`config.mk`:
```
export PLATFORM = sky130hd
export DESIGN_NAME = stq_ctrl
export DESIGN_NICKNAME = d
export VERILOG_FILES = /design/src/hdl/stq_pkg.sv /design/src/hdl/stq_ctrl.sv
export VERILOG_INCLUDE_DIRS = /design/src /design/src/hdl
export SDC_FILE = /design/constraint.sdc
export NUM_CORES = 1
export LEC_CHECK = 0
export BUFFER_PORTS_ARGS = -buffer_cell sky130_fd_sc_hd__buf_2
export CORE_MARGIN = 2
export CORE_UTILIZATION = 30
export CTS_CLUSTER_DIAMETER = 50
export DETAILED_ROUTE_END_ITERATION = 12
export PLACE_DENSITY = 0.58
export SLEW_MARGIN = 20
export SYNTH_ARGS = -nofsm -noshare
export SYNTH_HDL_FRONTEND = slang
export SYNTH_SLANG_ARGS = --single-unit
```
`constraint.sdc`:
```
create_clock -name clock -period 2.8 [get_ports clock]
set_clock_uncertainty 0.05 [all_clocks]
set_input_delay 0.14 -clock clock [delete_from_list [all_inputs] [get_ports clock]]
set_output_delay 0.14 -clock clock [all_outputs]
set_load 0.03 [all_outputs]
```
`src/hdl/assert_macros.svh`:
```
// Assertion macros shared by the RTL modules.
`ifndef ASSERT_MACROS_SVH
`define ASSERT_MACROS_SVH

// Checked at every rising clock edge outside reset.
`define STQ_ASSERT(label, prop, msg) \
   label: assert property (@(posedge clock) disable iff (reset) prop) else $error(msg);

// Checked at every rising clock edge, reset included.
`define STQ_ASSERT_ALWAYS(label, prop, msg) \
   label: assert property (@(posedge clock) prop) else $error(msg);

`endif

```
`src/hdl/stq_pkg.sv`:
```
package stq_pkg;

   localparam int QUEUE_DEPTH = 64;
   localparam int IDX_W       = $clog2(QUEUE_DEPTH);
   localparam int CNT_W       = $clog2(QUEUE_DEPTH + 1);
   localparam int ID_W        = 32;
   localparam int TIME_W      = 48;
   localparam int MODE_W      = 2;
   localparam int STATUS_W    = 3;
   localparam int OCNT_W      = 7;

   typedef logic [MODE_W-1:0]   mode_type;
   typedef logic [STATUS_W-1:0] status_type;
   typedef logic [OCNT_W-1:0]   ocnt_type;
   typedef logic [2:0]          emit_type;

   localparam mode_type MODE_INSERT  = 2'd0;
   localparam mode_type MODE_REMOVE  = 2'd1;
   localparam mode_type MODE_RUN     = 2'd2;
   localparam mode_type MODE_RUN_ALL = 2'd3;

   localparam status_type ST_INSERTED = 3'd0;
   localparam status_type ST_PRESENT  = 3'd1;
   localparam status_type ST_FULL     = 3'd2;
   localparam status_type ST_REMOVED  = 3'd3;
   localparam status_type ST_NOTFOUND = 3'd4;
   localparam status_type ST_EXPIRED  = 3'd5;
   localparam status_type ST_NONEDUE  = 3'd6;

   localparam emit_type EMIT_NONE     = 3'd0;
   localparam emit_type EMIT_PRESENT  = 3'd1;
   localparam emit_type EMIT_FULL     = 3'd2;
   localparam emit_type EMIT_INSERTED = 3'd3;
   localparam emit_type EMIT_REMOVE   = 3'd4;
   localparam emit_type EMIT_PEND     = 3'd5;
   localparam emit_type EMIT_NONEDUE  = 3'd6;

   typedef struct packed {
      logic [TIME_W-1:0] deadline;
      logic [ID_W-1:0]   item_id;
   } entry_type;

   typedef struct packed {
      logic     accept;
      logic     scan_step;
      logic     shift_init;
      logic     shift_step;
      logic     ins_write;
      logic     rem_finish;
      logic     run_read;
      logic     run_pop;
      emit_type emit;
      logic     emit_last;
   } ctl_cmd_type;

   typedef struct packed {
      mode_type mode;
      logic     scan_done;
      logic     shift_done;
      logic     dup_block;
      logic     full;
      logic     empty;
      logic     head_due;
      logic     pend_valid;
      logic     out_free;
   } ctl_stat_type;

endpackage

```
`src/hdl/stq_ctrl.sv`:
```
`include "assert_macros.svh"

module stq_ctrl import stq_pkg::*; (
   input  logic         clock,
   input  logic         reset,
   input  logic         req_valid,
   input  mode_type     req_mode,
   output logic         req_ready,
   output ctl_cmd_type  cmd,
   input  ctl_stat_type stat
);

   localparam logic [2:0] S_IDLE     = 3'd0;
   localparam logic [2:0] S_SCAN     = 3'd1;
   localparam logic [2:0] S_DECIDE   = 3'd2;
   localparam logic [2:0] S_SHIFT    = 3'd3;
   localparam logic [2:0] S_INS_WR   = 3'd4;
   localparam logic [2:0] S_REM_DONE = 3'd5;
   localparam logic [2:0] S_RUN_RD   = 3'd6;
   localparam logic [2:0] S_RUN_CHK  = 3'd7;

   logic [2:0] state_ff, state_in;

   always_comb begin
      cmd       = '0;
      cmd.emit  = EMIT_NONE;
      state_in  = state_ff;
      req_ready = (state_ff == S_IDLE);
      case (state_ff)
         S_IDLE: begin
            if (req_valid) begin
               cmd.accept = 1'b1;
               if (req_mode inside {MODE_INSERT, MODE_REMOVE}) begin
                  state_in = S_SCAN;
               end else begin
                  state_in = S_RUN_RD;
               end
            end
         end
         S_SCAN: begin
            cmd.scan_step = 1'b1;
            if (stat.scan_done) begin
               state_in = (stat.mode == MODE_INSERT) ? S_DECIDE : S_REM_DONE;
            end
         end
         S_DECIDE: begin
            if (stat.dup_block) begin
               if (stat.out_free) begin
                  cmd.emit      = EMIT_PRESENT;
                  cmd.emit_last = 1'b1;
                  state_in      = S_IDLE;
               end
            end else if (stat.full) begin
               if (stat.out_free) begin
                  cmd.emit      = EMIT_FULL;
                  cmd.emit_last = 1'b1;
                  state_in      = S_IDLE;
               end
            end else begin
               cmd.shift_init = 1'b1;
               state_in       = S_SHIFT;
            end
         end
         S_SHIFT: begin
            cmd.shift_step = 1'b1;
            if (stat.shift_done) begin
               state_in = S_INS_WR;
            end
         end
         S_INS_WR: begin
            if (stat.out_free) begin
               cmd.ins_write = 1'b1;
               cmd.emit      = EMIT_INSERTED;
               cmd.emit_last = 1'b1;
               state_in      = S_IDLE;
            end
         end
         S_REM_DONE: begin
            if (stat.out_free) begin
               cmd.rem_finish = 1'b1;
               cmd.emit       = EMIT_REMOVE;
               cmd.emit_last  = 1'b1;
               state_in       = S_IDLE;
            end
         end
         S_RUN_RD: begin
            if (stat.empty) begin
               if (stat.out_free) begin
                  cmd.emit      = stat.pend_valid ? EMIT_PEND : EMIT_NONEDUE;
                  cmd.emit_last = 1'b1;
                  state_in      = S_IDLE;
               end
            end else begin
               cmd.run_read = 1'b1;
               state_in     = S_RUN_CHK;
            end
         end
         S_RUN_CHK: begin
            if (!stat.head_due) begin
               if (stat.out_free) begin
                  cmd.emit      = stat.pend_valid ? EMIT_PEND : EMIT_NONEDUE;
                  cmd.emit_last = 1'b1;
                  state_in      = S_IDLE;
               end
            end else if (!stat.pend_valid) begin
               cmd.run_pop = 1'b1;
               state_in    = S_RUN_RD;
            end else if (stat.out_free) begin
               cmd.emit    = EMIT_PEND;
               cmd.run_pop = 1'b1;
               state_in    = S_RUN_RD;
            end
         end
         default: begin
            state_in = S_IDLE;
         end
      endcase
   end

   always_ff @(posedge clock) begin
      if (reset) begin
         state_ff <= S_IDLE;
      end else begin
         state_ff <= state_in;
      end
   end

   `STQ_ASSERT(a_accept_leaves_idle, req_valid && req_ready |=> state_ff != S_IDLE, "accepted request did not start an operation")

endmodule

```
After elaboration in Yosys (flattened, before gate mapping)
Cells that the tools add are included.
{"block": "op_classes", "reduce_logical": 6, "eq_ne": 12, "n_mux": 42}
{"operator": "$mux W3", "n": 17}
{"operator": "$pmux W3 S7", "n": 1}
{"operator": "$mux W4", "n": 5}
{"operator": "$pmux W4 S5", "n": 1}
{"operator": "$mux W1", "n": 16}
{"operator": "$eq A3 B3 Y1 const B", "n": 4}
{"operator": "$eq A3 B2 Y1 const B", "n": 2}
{"operator": "$ne A2 B2 Y1 const B", "n": 3}
{"operator": "$logic_not A2 Y1", "n": 2}
{"operator": "$mux W2", "n": 2}
{"operator": "$ne A4 B4 Y1 const B", "n": 1}
{"operator": "$reduce_and A4 Y1", "n": 1}
{"operator": "$eq A3 B1 Y1 const B", "n": 1}
{"operator": "$logic_not A3 Y1", "n": 1}
{"operator": "$eq A2 B1 Y1 const B", "n": 1}
{"operator": "$reduce_bool A2 Y1", "n": 1}
{"operator": "$reduce_or A2 Y1", "n": 1}
{"block": "totals", "ff_bits": 3, "elab_cells": 61, "output_inout_bits": 13, "input_bits": 15}

Logic depth before layout (Yosys ltp)
{"block": "depth", "word_depth": 5, "mapped_depth": 5, "ltp_nobuf": 4}

Least setup slack after synthesis
OpenSTA, ideal clock, no wires.
{"block": "synth_timing", "kind": "register to output", "from": "reg state_ff[2]", "to": "out cmd[7] (netlist name)", "path_stages_with_launch": 4, "required_ns": 2.610, "path_buffers": 1, "setup_slack_ns": 1.005, "t_arrival_ns": 1.605, "path_cell_list": "dfxtp_1 buf_2 inv_1 nor4_1"}
{"element": "from (decl)", "line_no": "stq_ctrl.sv:22", "text": "logic [2:0] state_ff, state_in;"}
{"element": "from (signal assigned)", "line_no": "stq_ctrl.sv:124", "text": "state_ff <= state_in;"}
{"element": "to (decl)", "line_no": "stq_ctrl.sv:9", "text": "output ctl_cmd_type cmd,"}

==> run metrics <==
worst endpoint required time 2.61 ns; Die ar. 1960 µm²; Clock Pin Slew Worst Setup and Hold Paths 0.04 ns; sequential share of the synthesized area 12.4%; Worst-Skew Late Latency 0.23 ns; Reg2Reg Depth 4; Slew HR 61.1%; antenna cell count 0; CP startpoint kind flip-flop; syn_nets 90; Avg WL per Cell 11.8 µm; layout cells sized above 1 32.0%; Total GRT Usage 14.2%; Hold Crit Class in -> reg; Comb power frac 65.9%; core footprint 1510 µm²; Peak VDD IR 0.397 mV; Sw Share 56.7%; post-cts hold buffer count 0; status complete, no violations; top fanout value on the critical path 19; worst hold margin 0.0708 ns; leakage power 0.302 nW; via count 656; Final Max Slew Viols 0; sequential share of power 22.5%; Post-CTS Setup Bufs 0; fmax 0.488 GHz; synth warn 0; cell count after synthesis 75; max cap viols 0; hold path depth 2; Die H 44.2 µm; DRC viols 0; GPL Wtd Cong 0.778; Critical Path Sink Type output port; Slew @ Worst Pin 0.582 ns; Initial Util 32.2%; grt total ovfl 0; number of flip-flops in the largest register 3; worst min-delay path startpoint reset; Hold Crit Endpoint state_ff[1]$_SDFFE_PP0P_; largest net degree at the start of global routing 20; H-tree Lvls 1; 1st-pass router iterations 4; Synth Area per Inst 6.47 µm²; setup violators final 0; largest reg by FF count state_ff; FP Rows 14; clk sink count 3; synthesized area 485 µm²; chip width 44.2 µm; CP arrival 1.86 ns; NetSw 0.371 mW; Ports 28; Final nets 116; setup TNS 0 ns; wirelength, routed 1.37 mm; Fin. Hold Viols 0; vias in the first global route 514; post-cts resize count 0; Critical R2R Launch state_ff[0]$_SDFFE_PP0P_; IO buf count 26; pwr/cell area 1040 nW/µm²; P_int 0.283 mW; Vias/cell 5.66; CTS Buffer Depth 2; Synth cell types 32; TritonCTS Buffers 3; antenna-violating nets left 0; flops & latches, synth 3; RSZ-0062 raised after global routing no; initial antenna violation count 0; Critical R2R Capture state_ff[0]$_SDFFE_PP0P_; first-pass GRT wire length 2.17 mm; internal reg-to-reg setup slack 1.02 ns; CTS tree built; biggest regs state_ff: 3 flops; Final min period 2.05 ns; Final period util 73.2%; Initial DRC Count 20; CP Class reg -> out; CTS Root Cell clkbuf_4; share of total power in the clock network 11.6%; Detailed Place HPWL 983 µm; synthesis-to-layout area growth 29.9%
[through the flow]
| stage | util, % | worst slack, ns | instance area [µm²] | cells | total power [mW] |
|---|---|---|---|---|---|
| after floorplan | - | 1.01 | 485 | 75 | 0.499 |
| after global placement | 40.1 | 0.983 | 604 | 112 | 0.580 |
| after detailed placement | 40.1 | 0.991 | 604 | 112 | 0.577 |
| after CTS | 41.9 | 0.735 | 631 | 116 | 0.659 |
| after global routing | 41.9 | 0.593 | 631 | 116 | 0.712 |
| final | 41.9 | 0.751 | 631 | 116 | 0.654 |
[layout make-up]
| type | count | area (µm²) |
|---|---|---|
| Fill cell | 172 | 876 |
| Timing Repair Buffer | 26 | 130 |
| Inverter | 5 | 18.8 |
| Clock buffer | 4 | 26.3 |
| Sequential cell | 3 | 60.1 |
| Tap cell | 16 | 20.0 |
| Multi-Input combinational cell | 62 | 375 |
[power groups by stage]
stage	registers (mW)	clock network (mW)	logic, mW
6_report	0.147	0.0760	0.431
5_1_grt	0.157	0.0821	0.473
4_1_cts	0.147	0.0791	0.433
3_5_place_dp	0.147	0	0.429
3_3_place_gp	0.147	0	0.433
2_1_floorplan	0.0807	0	0.418
[critical path: stages (launching register included)]
cell	delay [ns]
dfxtp_1	0.68
inv_1	0.19
o21ai_0	0.20
nand4_1	0.15
o32ai_1	0.17
buf_2	0.24
[placed cells by master, fill, tap and decap left out, types with 2 or more instances in the layout]
cell      count
nand2_1       4
a21oi_1       8
or3_1         2
o31a_1        2
a211oi_1      2
nor2_1        9
nor2b_1       2
o22ai_1       2
o21ai_0       5
inv_1         5
clkbuf_4      3
dfxtp_1       3
nand2b_1      4
nand4_1       2
nand3_1       4
o32ai_1       3
buf_2        26
[worst max path at each step]
| stage | from | endpoint | slack [ns] | depth (start not counted) |
|---|---|---|---|---|
| 2_1_floorplan | state_ff[2]$_SDFFE_PP0P_ | cmd[7] | 1.01 | 3 |
| 3_3_place_gp | state_ff[0]$_SDFFE_PP0P_ | cmd[2] | 0.98 | 5 |
| 3_5_place_dp | state_ff[0]$_SDFFE_PP0P_ | cmd[2] | 0.99 | 5 |
| 4_1_cts | state_ff[0]$_SDFFE_PP0P_ | cmd[2] | 0.74 | 5 |
| 5_1_grt | state_ff[0]$_SDFFE_PP0P_ | cmd[2] | 0.59 | 5 |
| 6_report | state_ff[0]$_SDFFE_PP0P_ | cmd[2] | 0.75 | 5 |
[cell usage after synthesis (all sizes together)]
master / n / area [µm²]
mux2: 1 / 11.3
buf: 3 / 23.8
or2: 1 / 6.26
nand2b: 4 / 25.0
nor4: 1 / 6.26
and2: 1 / 6.26
or2b: 1 / 7.51
nand4: 2 / 12.5
a211oi: 2 / 15.0
o31ai: 1 / 12.5
o21a: 1 / 7.51
o2111ai: 1 / 8.76
a21oi: 8 / 40.0
o211a: 1 / 10.0
a31oi: 1 / 6.26
clkbuf: 2 / 7.51
and2b: 1 / 7.51
nand2: 4 / 15.0
o31a: 2 / 17.5
nor3: 1 / 5.00
or3: 2 / 12.5
inv: 5 / 18.8
nor2b: 2 / 12.5
dfxtp: 3 / 60.1
o21ai: 5 / 25.0
o32ai: 3 / 26.3
nor2: 9 / 33.8
o22ai: 3 / 25.0
nand3: 4 / 20.0
[layer usage]
layer,share of wire (%),up-vias,track usage [%]
li1,-,332,-
met1,49,301,20.6
met2,45,21,21.5
met3,5.2,2,1.22
met4,1.0,0,5.45
met5,0,-,0
[cells by family after synthesis]
| group | synth area share, % |
|---|---|
| and+or+nand+nor | 35.1 |
| AOI/OAI and AO/OA | 39.9 |
| buffers and inverters | 10.3 |
| DFF | 12.4 |
| muxes | 2.32 |
(Power assumes the default switching activity.)
